### src/design/sfbp_pkg.sv
package sfbp_pkg;

   // Largest data length a frame may announce
   localparam int MAX_DATA_LEN = 12;
   // Shortest data field that still carries index, pitch, roll and yaw
   localparam int MIN_PAYLOAD  = 7;
   // Width that holds a data length or a data byte count up to MAX_DATA_LEN
   localparam int LEN_W        = $clog2(MAX_DATA_LEN + 1);

   // Configuration register indexes
   localparam int CSR_IDX_W = 2;
   localparam logic [CSR_IDX_W-1:0] CSR_SENSOR_ADDRESS    = 2'd0;
   localparam logic [CSR_IDX_W-1:0] CSR_FEEDBACK_FUNCTION = 2'd1;
   localparam logic [CSR_IDX_W-1:0] CSR_SENSOR_COUNT      = 2'd2;

   // Configuration reset values
   localparam logic [7:0] RST_SENSOR_ADDRESS    = 8'd1;
   localparam logic [7:0] RST_FEEDBACK_FUNCTION = 8'd3;
   localparam logic [7:0] RST_SENSOR_COUNT      = 8'd4;

   // One decoded frame, handed from the parser to the output stage
   typedef struct packed {
      logic        valid;
      logic [7:0]  sensor_index;
      logic [15:0] pitch;
      logic [15:0] roll;
      logic [15:0] yaw;
   } sfbp_result_type;

endpackage

### src/design/sfbp_parser.sv
module sfbp_parser
   import sfbp_pkg::*;
(
   input  logic                 clock,
   input  logic                 reset,
   input  logic                 csr_we,
   input  logic [CSR_IDX_W-1:0] csr_index,
   input  logic [7:0]           csr_wdata,
   input  logic                 accept,
   input  logic [7:0]           rx_byte,
   output sfbp_result_type      result
);

   typedef enum logic [2:0] {
      PH_ADDR,
      PH_FUNC,
      PH_LEN,
      PH_DATA,
      PH_CHECK
   } phase_type;

   phase_type        phase_ff, phase_in;
   logic [LEN_W-1:0] byte_count_ff, byte_count_in;
   logic [LEN_W-1:0] frame_length_ff, frame_length_in;
   logic [7:0]       running_sum_ff, running_sum_in;
   logic [7:0]       sensor_address_ff, feedback_function_ff, sensor_count_ff;
   logic [7:0]       index_ff;
   logic [7:0]       data_ff [1:6];
   logic [LEN_W-1:0] count_next;
   logic [7:0]       sum_next;
   logic             frame_ok;
   logic             result_valid;

   assign count_next = byte_count_ff + LEN_W'(1);
   assign sum_next   = running_sum_ff + rx_byte;

   // Checksum byte closes a good frame only with a full payload and a known sensor
   assign frame_ok = (running_sum_ff == rx_byte)
                  && (frame_length_ff >= LEN_W'(MIN_PAYLOAD))
                  && (index_ff != 8'd0)
                  && (index_ff <= sensor_count_ff);

   // Next parser state for the byte in this request
   always_comb begin
      phase_in        = phase_ff;
      byte_count_in   = byte_count_ff;
      frame_length_in = frame_length_ff;
      running_sum_in  = running_sum_ff;
      result_valid    = 1'b0;
      if (accept) begin
         case (phase_ff)
            PH_ADDR: begin
               if (rx_byte == sensor_address_ff) begin
                  running_sum_in = rx_byte;
                  phase_in       = PH_FUNC;
               end
            end
            PH_FUNC: begin
               if (rx_byte == feedback_function_ff) begin
                  running_sum_in = sum_next;
                  phase_in       = PH_LEN;
               end else begin
                  phase_in        = PH_ADDR;
                  byte_count_in   = '0;
                  frame_length_in = '0;
                  running_sum_in  = '0;
               end
            end
            PH_LEN: begin
               if (rx_byte == 8'd0 || rx_byte > 8'(MAX_DATA_LEN)) begin
                  phase_in        = PH_ADDR;
                  byte_count_in   = '0;
                  frame_length_in = '0;
                  running_sum_in  = '0;
               end else begin
                  frame_length_in = rx_byte[LEN_W-1:0];
                  byte_count_in   = '0;
                  running_sum_in  = sum_next;
                  phase_in        = PH_DATA;
               end
            end
            PH_DATA: begin
               running_sum_in = sum_next;
               byte_count_in  = count_next;
               if (count_next >= frame_length_ff) begin
                  phase_in = PH_CHECK;
               end
            end
            PH_CHECK: begin
               result_valid    = frame_ok;
               phase_in        = PH_ADDR;
               byte_count_in   = '0;
               frame_length_in = '0;
               running_sum_in  = '0;
            end
            default: begin
               phase_in        = PH_ADDR;
               byte_count_in   = '0;
               frame_length_in = '0;
               running_sum_in  = '0;
            end
         endcase
      end
   end

   assign result = {result_valid, index_ff, data_ff[1], data_ff[2], data_ff[3], data_ff[4],
                    data_ff[5], data_ff[6]};

   // Hold parser state and configuration
   always_ff @(posedge clock) begin
      if (reset) begin
         phase_ff             <= PH_ADDR;
         byte_count_ff        <= '0;
         frame_length_ff      <= '0;
         running_sum_ff       <= '0;
         sensor_address_ff    <= RST_SENSOR_ADDRESS;
         feedback_function_ff <= RST_FEEDBACK_FUNCTION;
         sensor_count_ff      <= RST_SENSOR_COUNT;
      end else begin
         phase_ff        <= phase_in;
         byte_count_ff   <= byte_count_in;
         frame_length_ff <= frame_length_in;
         running_sum_ff  <= running_sum_in;
         if (csr_we) begin
            case (csr_index)
               CSR_SENSOR_ADDRESS:    sensor_address_ff    <= csr_wdata;
               CSR_FEEDBACK_FUNCTION: feedback_function_ff <= csr_wdata;
               CSR_SENSOR_COUNT:      sensor_count_ff      <= csr_wdata;
               default: ;
            endcase
         end
      end
   end

   // Capture the sensor index and the six word bytes as they arrive
   always_ff @(posedge clock) begin
      if (accept && phase_ff == PH_DATA) begin
         if (byte_count_ff == '0) begin
            index_ff <= rx_byte;
         end
         for (int i = 1; i <= 6; i++) begin
            if (byte_count_ff == LEN_W'(i)) begin
               data_ff[i] <= rx_byte;
            end
         end
      end
   end

   // A result comes only from a request, and only on the checksum byte
   a_result_on_request: assert property (@(posedge clock) disable iff (reset)
      result.valid |-> accept && phase_ff == PH_CHECK)
      else $error("result without checksum request");

   // A frame that passed the length byte announces a legal length
   a_length_legal: assert property (@(posedge clock) disable iff (reset)
      (phase_ff == PH_DATA || phase_ff == PH_CHECK) |->
         frame_length_ff != '0 && frame_length_ff <= LEN_W'(MAX_DATA_LEN))
      else $error("frame length out of range");

   // Data bytes never run past the announced length
   a_count_bound: assert property (@(posedge clock) disable iff (reset)
      phase_ff == PH_DATA |-> byte_count_ff < frame_length_ff)
      else $error("data byte count past frame length");

endmodule

### src/design/sensor_frame_byte_parser_unit.sv
// A result appears on rsp_valid in the cycle after its checksum byte is accepted.
// Throughput: one byte per cycle while req_ready is high; parser state and running checksum update on each byte taken.
// req_ready drops only while a finished result waits in the output register and rsp_ready
// is low.
// Reset (synchronous, active high): parser returns to address hunting, configuration takes
// its defaults, output register empties.
module sensor_frame_byte_parser_unit
   import sfbp_pkg::*;
(
   input  logic                 clock,
   input  logic                 reset,
   input  logic                 req_valid,
   output logic                 req_ready,
   input  logic [7:0]           req_rx_byte,
   output logic                 rsp_valid,
   input  logic                 rsp_ready,
   output logic [7:0]           rsp_sensor_index,
   output logic [15:0]          rsp_pitch,
   output logic [15:0]          rsp_roll,
   output logic [15:0]          rsp_yaw,
   input  logic                 csr_we,
   input  logic [CSR_IDX_W-1:0] csr_index,
   input  logic [7:0]           csr_wdata
);

   sfbp_result_type par_result;
   logic            accept;
   logic            rsp_valid_ff, rsp_valid_in;
   logic [7:0]      rsp_index_ff;
   logic [15:0]     rsp_pitch_ff, rsp_roll_ff, rsp_yaw_ff;

   // Take a request whenever the output register is free or being drained
   assign req_ready = !rsp_valid_ff || rsp_ready;
   assign accept    = req_valid && req_ready;

   sfbp_parser u_parser (
      .clock     (clock),
      .reset     (reset),
      .csr_we    (csr_we),
      .csr_index (csr_index),
      .csr_wdata (csr_wdata),
      .accept    (accept),
      .rx_byte   (req_rx_byte),
      .result    (par_result)
   );

   // Output register: load a new result, else drop the taken one
   always_comb begin
      if (par_result.valid) begin
         rsp_valid_in = 1'b1;
      end else if (rsp_ready) begin
         rsp_valid_in = 1'b0;
      end else begin
         rsp_valid_in = rsp_valid_ff;
      end
   end

   always_ff @(posedge clock) begin
      if (reset) begin
         rsp_valid_ff <= 1'b0;
      end else begin
         rsp_valid_ff <= rsp_valid_in;
      end
   end

   always_ff @(posedge clock) begin
      if (par_result.valid) begin
         rsp_index_ff <= par_result.sensor_index;
         rsp_pitch_ff <= par_result.pitch;
         rsp_roll_ff  <= par_result.roll;
         rsp_yaw_ff   <= par_result.yaw;
      end
   end

   assign rsp_valid        = rsp_valid_ff;
   assign rsp_sensor_index = rsp_index_ff;
   assign rsp_pitch        = rsp_pitch_ff;
   assign rsp_roll         = rsp_roll_ff;
   assign rsp_yaw          = rsp_yaw_ff;

   // A stall on the input comes only from a waiting result
   a_stall_cause: assert property (@(posedge clock) disable iff (reset)
      !req_ready |-> rsp_valid_ff && !rsp_ready)
      else $error("input stalled without a waiting result");

   // A new result never lands on one that is still waiting
   a_no_overwrite: assert property (@(posedge clock) disable iff (reset)
      par_result.valid |-> !rsp_valid_ff || rsp_ready)
      else $error("result overwritten before it was taken");

   // Every shown result was loaded by the parser in the cycle before, or was waiting
   a_valid_source: assert property (@(posedge clock) disable iff (reset)
      $rose(rsp_valid_ff) |-> $past(par_result.valid))
      else $error("result shown without a parsed frame");

endmodule
### config.mk
export PLATFORM = sky130hd
export DESIGN_NAME = sensor_frame_byte_parser_unit
export DESIGN_NICKNAME = d
export VERILOG_FILES = /design/src/design/sfbp_pkg.sv /design/src/design/sfbp_parser.sv /design/src/design/sensor_frame_byte_parser_unit.sv
export SDC_FILE = /design/constraint.sdc
export NUM_CORES = 1
export LEC_CHECK = 0
export BUFFER_PORTS_ARGS = -buffer_cell sky130_fd_sc_hd__buf_2
export CAP_MARGIN = 20
export CORE_ASPECT_RATIO = 0.9
export CORE_UTILIZATION = 35
export DETAILED_ROUTE_END_ITERATION = 10
export REMOVE_ABC_BUFFERS = 1
export SETUP_SLACK_MARGIN = 0.15
export SLEW_MARGIN = 40
export SYNTH_ARGS = -nofsm -noshare
export SYNTH_HDL_FRONTEND = slang
export SYNTH_SLANG_ARGS = --single-unit
### constraint.sdc
create_clock -name clock -period 6.9 [get_ports clock]
set_input_delay 0.69 -clock clock [delete_from_list [all_inputs] [get_ports clock]]
set_output_delay 0.69 -clock clock [all_outputs]
set_load 0.05 [all_outputs]
* Yosys cells after proc, flatten, opt, wreduce, memory -nomap -nowiden
Memories as Yosys holds them, arrays and structs flattened. A register that Yosys moved wholly into a read port is not among the register bits. Index checks and enable logic that the tools add are counted.
Storage, ports and cells: logic and storage cells 115, bits in registers 60, RAM bits 48, output and inout bits 58, input bits 23, memories kept 1
Memory list:
- u_parser.data_ff | words 6, bits a word 8, read ports 6, clocked after Yosys merged registers in 6, write ports 1, line sfbp_parser.sv:28 | logic [7:0] data_ff [1:6];
Cells by class: mux-type cells 50, bitwise gates (word level) 2, equal/unequal tests 18, magnitude comparators 4, reduce and logical (&&, ||, !) cells 28, add/subtract/negate cells 2
Operator list (number):
- 8-bit 2-to-1 mux | 8
- 8-bit OR reduction | 5
- 8-bit case mux with 4 select lines | 1
- 1-bit 2-to-1 mux | 27
- 8-bit == test | 3
- 4-bit case mux with 3 select lines | 2
- 3-bit 2-to-1 mux | 7
- 4-bit by 3-bit == test with 1-bit output (second input constant) | 3
- 3-bit case mux with 4 select lines | 1
- 2-bit AND reduction | 5
- 3-bit AND reduction | 3
- 8-bit adder | 1
- 4-bit by 2-bit == test with 1-bit output (second input constant) | 2
- 8-bit by 4-bit > comparator with 1-bit output (second input constant) | 1
- 8-bit less-or-equal comparator | 1
- 8-bit zero test | 1
- 4-bit 2-to-1 mux | 2
- 8-bit nonzero test | 1
- 3-bit by 2-bit == test with 1-bit output (second input constant) | 2
- 1-bit logical AND | 5
- 4-bit by 1-bit adder with 4-bit output (second input constant) | 1
- 4-bit by 1-bit == test with 1-bit output (second input constant) | 1
- 4-bit by 3-bit greater-or-equal comparator with 1-bit output (second input constant) | 1
- 4-bit greater-or-equal comparator | 1
- 15 further kinds | 19

* Longest topological paths before layout
word-level depth 12, mapped depth 8, mapped depth without buffers 8

* Hierarchy
Synthesis repeated with hierarchy kept, for this count alone.
Second synthesis, totals: cell total of the unflattened synthesis 436, area total of the unflattened synthesis 6167.2 um^2
Modules (own cells, without submodules):
- sfbp_parser | area an instance 4430.5 um^2, seq. area each 2542.4 um^2, cells an instance 375, times used 1
- sensor_frame_byte_parser_unit | area an instance 1736.7 um^2, seq. area each 1701.6 um^2, cells an instance 61, times used 1

* Least setup slack after synthesis
No wires, ideal clock.
kind input to register, start input req_rx_byte[4], end register rsp_pitch_ff[0] (netlist: rsp_pitch[0]), read port of u_parser.data_ff, enable pin, path buffers 0, setup time 0.608 ns, stages 4, data arrival time 6.889 ns, data required time 6.292 ns, slack -0.597 ns, cells stage by stage ha_1 -> nor4_1 -> nand4_1 -> nor4_1
RTL lines:
- from (decl) | line sensor_frame_byte_parser_unit.sv:14 | input logic [7:0] req_rx_byte,
- to (decl) | line sensor_frame_byte_parser_unit.sv:30 | logic [15:0] rsp_pitch_ff, rsp_roll_ff, rsp_yaw_ff;

==> results.py <==
metrics = {
    "detailed_routing": {
        "drt-initial-drc-count": 291,
        "finalWirelength_um": 12500,
        "drc": 0,
        "routed-wl-met3_um": 690,
        "via_per_inst": 4.94,
        "wl_met2_um": 5690,
        "first_pass_iters": 4,
        "drt-met1-wl_um": 6000,
        "top_layer": "met4",
        "vias": 3596,
        "wl_per_cell_um": 17.2,
        "ant_nets": 0,
    },
    "min_path": {
        "hold_path_class": "reg2reg",
        "min_from": "u_parser.data_ff[0][14]$_DFFE_PP_",
    },
    "floorplan": {
        "row_count": 45,
        "die_h_um": 127,
        "die-area_um2": 17900,
        "initial_utilization": 0.359,
        "ios": 81,
        "fp.dieW_um": 141,
        "coreArea_um2": 16900,
    },
    "setup_path": {
        "slowest_stage": "buf_4",
        "cp.required_ns": 6.95,
        "path_max_fanout": 56,
        "rr_startpoint": "u_parser.index_ff[1]$_DFFE_PP_",
        "worstSetupPathType": "in2reg",
        "worstPathCellList": "buf_2, ha_1, nor4_1, nand4_1, nor4_2, buf_4",
        "critPathCaptureType": "flip-flop",
        "crit_start": "req_rx_byte[3]",
        "crit_arrival_ns": 2.73,
        "cp_slowest_stage_delay_ns": 0.60,
        "start_kind": "input pin",
    },
    "power": {
        "total_power_uw": 2090,
        "power_density_nw_per_um2": 287,
        "irDropWorstVdd_uv": 146,
        "p_leak_uw": 0.00272,
    },
    "timing": {
        "tns_ns": 0,
        "fmax_mhz": 374,
        "finalHoldViolCount": 0,
        "worst_slew_pin_slew_ns": 0.779,
        "fin_crit_ns": 2.68,
        "fin_crit_sh": 0.388,
        "drv_slew": 0,
        "setup_viol_count_final": 0,
        "skew_ns": 0.0125,
        "grt_setup_unrepaired": "no",
        "relSlewSlack": 0.479,
    },
    "yosys": {
        "synthTopCellsByArea": "edfxtp_1 55%, dfxtp_1 15%, ha_1 4.7%, mux2i_1 3.0%, nor2_1 2.1%",
        "yosys_most_used_dff": "edfxtp_1",
        "seq_area_frac_synth": 0.700,
        "synth_warnings": 0,
        "synth_top_area_frac": 0.554,
        "synth_edf_count": 112,
        "synth_top_cells_by_count": "112 x edfxtp_1, 44 x dfxtp_1, 34 x nor2_1",
        "ys_ff_latch": 156,
        "synth_top_area_cell": "edfxtp_1",
        "ys_types": 49,
        "syn_area_per_cell_um2": 14.6,
        "syn_inst": 416,
        "postSynth.asyncResetShare": 0,
        "syn_area_um2": 6070,
        "yosysMostFrequentCell": "edfxtp_1",
    },
    "clocking": {
        "clock_latency_ns": 0.43,
        "htree_levels": 4,
        "cts.sinks": 156,
        "cts_resized": 0,
        "cts_buffer_depth": 2,
        "clkSlewWorstSetupHoldPaths_ns": 0.06,
        "post_cts_buffers": 0,
        "cts_hold_buf": 0,
        "cts_root_buffer": "clkbuf_16",
        "cts_tree": "built",
        "numCtsBuffers": 17,
    },
    "outcome": {
        "status": "completed",
    },
    "global_route": {
        "grt_pass1_wl_um": 19300,
        "grt_pass1_vias": 3479,
        "grt.overflow.total": 0,
        "antenna_found_initial": 0,
        "grt_start_max_net_pins": 57,
        "grtUsageTotal": 0.146,
    },
    "final_layout": {
        "drive_gt1_frac": 0.228,
        "synthToLayoutAreaGrowth_pct": 20.0,
        "diodes": 0,
        "nets": 552,
        "final_util": 0.431,
        "final_cell_count_no_fill": 728,
    },
    "placed_design": {
        "dp.cells": 697,
        "port_buffers": 80,
        "gp_congestion": 0.778,
        "dp_hpwl_um": 8560,
    },
    "flow_run": {
        "drv_cap": 0,
    },
}
[where the power goes]
group          internal [uW]  switching (uW)  total (uW)  leakage (uW)
Sequential              1010            17.0        1030       0.00136
Clock                    531             373         905      0.000276
Combinational           60.1            96.3         156       0.00108
Total                   1600             487        2090       0.00272
[final cells by class]
type,count,area (um^2)
clock buffers,17,425
clock inverters,14,143
fillers,1527,9610
inverters,19,71.3
multi-input cells,229,1710
flip-flops and latches,156,4240
well taps,211,264
repair buffers,82,418
[critical path: cells and delay by family]
family	cells	cell delay, ns
adders and majority gates	1	0.35
buffers and inverters	2	0.91
and+or+nand+nor	3	0.75
[cell families after synthesis]
| logic type | Yosys count | synth area share |
|---|---|---|
| buf+inv | 31 | 0.0206 |
| mux | 19 | 0.0316 |
| xor+xnor | 25 | 0.0361 |
| fa+ha+maj | 24 | 0.0507 |
| compound gates | 57 | 0.0672 |
| simple gates | 104 | 0.0941 |
| flops | 156 | 0.700 |
[cells in the final DEF (no fill, tap or decap), types with 5 or more instances in the layout]
| cell | count |
|---|---|
| a21oi_1 | 13 |
| mux2i_1 | 18 |
| edfxtp_1 | 112 |
| a211o_1 | 5 |
| nand2b_1 | 7 |
| inv_1 | 19 |
| xnor2_1 | 11 |
| nand2_1 | 6 |
| xor2_1 | 14 |
| nor4_1 | 5 |
| nor2_1 | 33 |
| dfxtp_1 | 44 |
| nor3b_1 | 6 |
| buf_2 | 79 |
| nand3_1 | 13 |
| a21o_1 | 6 |
| ha_1 | 23 |
| clkbuf_16 | 17 |
[metal layers]
metal,track usage,vias up
li1,-,1728
met4,0.0486,0
met5,0,-
met1,0.198,1725
met2,0.225,128
met3,0.0411,15
[stage by stage]
step	setup WS, ns	cell area, um^2	hold slack, ns
floorplan	-0.597	6010	0.400
global placement	3.82	6700	0.402
detailed placement	3.77	6700	0.405
CTS	4.21	7270	0.419
global route	4.03	7280	0.427
finish	4.22	7280	0.417
[flip-flops by register name (all words and copies together) (netlist names)]
register	flops
u_parser.data_ff	48
rsp_pitch	16
rsp_roll	16
rsp_yaw	16
rsp_sensor_index	8
u_parser.feedback_function_ff	8
u_parser.index_ff	8
u_parser.running_sum_ff	8
u_parser.sensor_address_ff	8
u_parser.sensor_count_ff	8
u_parser.byte_count_ff	4
u_parser.frame_length_ff	4
u_parser.phase_ff	3
rsp_valid	1
[final timing paths]
path	endpoint	slack (ns)	depth (start not counted)
hold / removal	rsp_pitch[14]$_DFFE_PP_	0.42	0
setup / recovery	rsp_yaw[3]$_DFFE_PP_	4.22	6
setup reg to reg	rsp_yaw[3]$_DFFE_PP_	4.24	8
hold reg to reg	rsp_pitch[14]$_DFFE_PP_	0.42	0
Note: power is estimated with default switching activity, not from simulation.
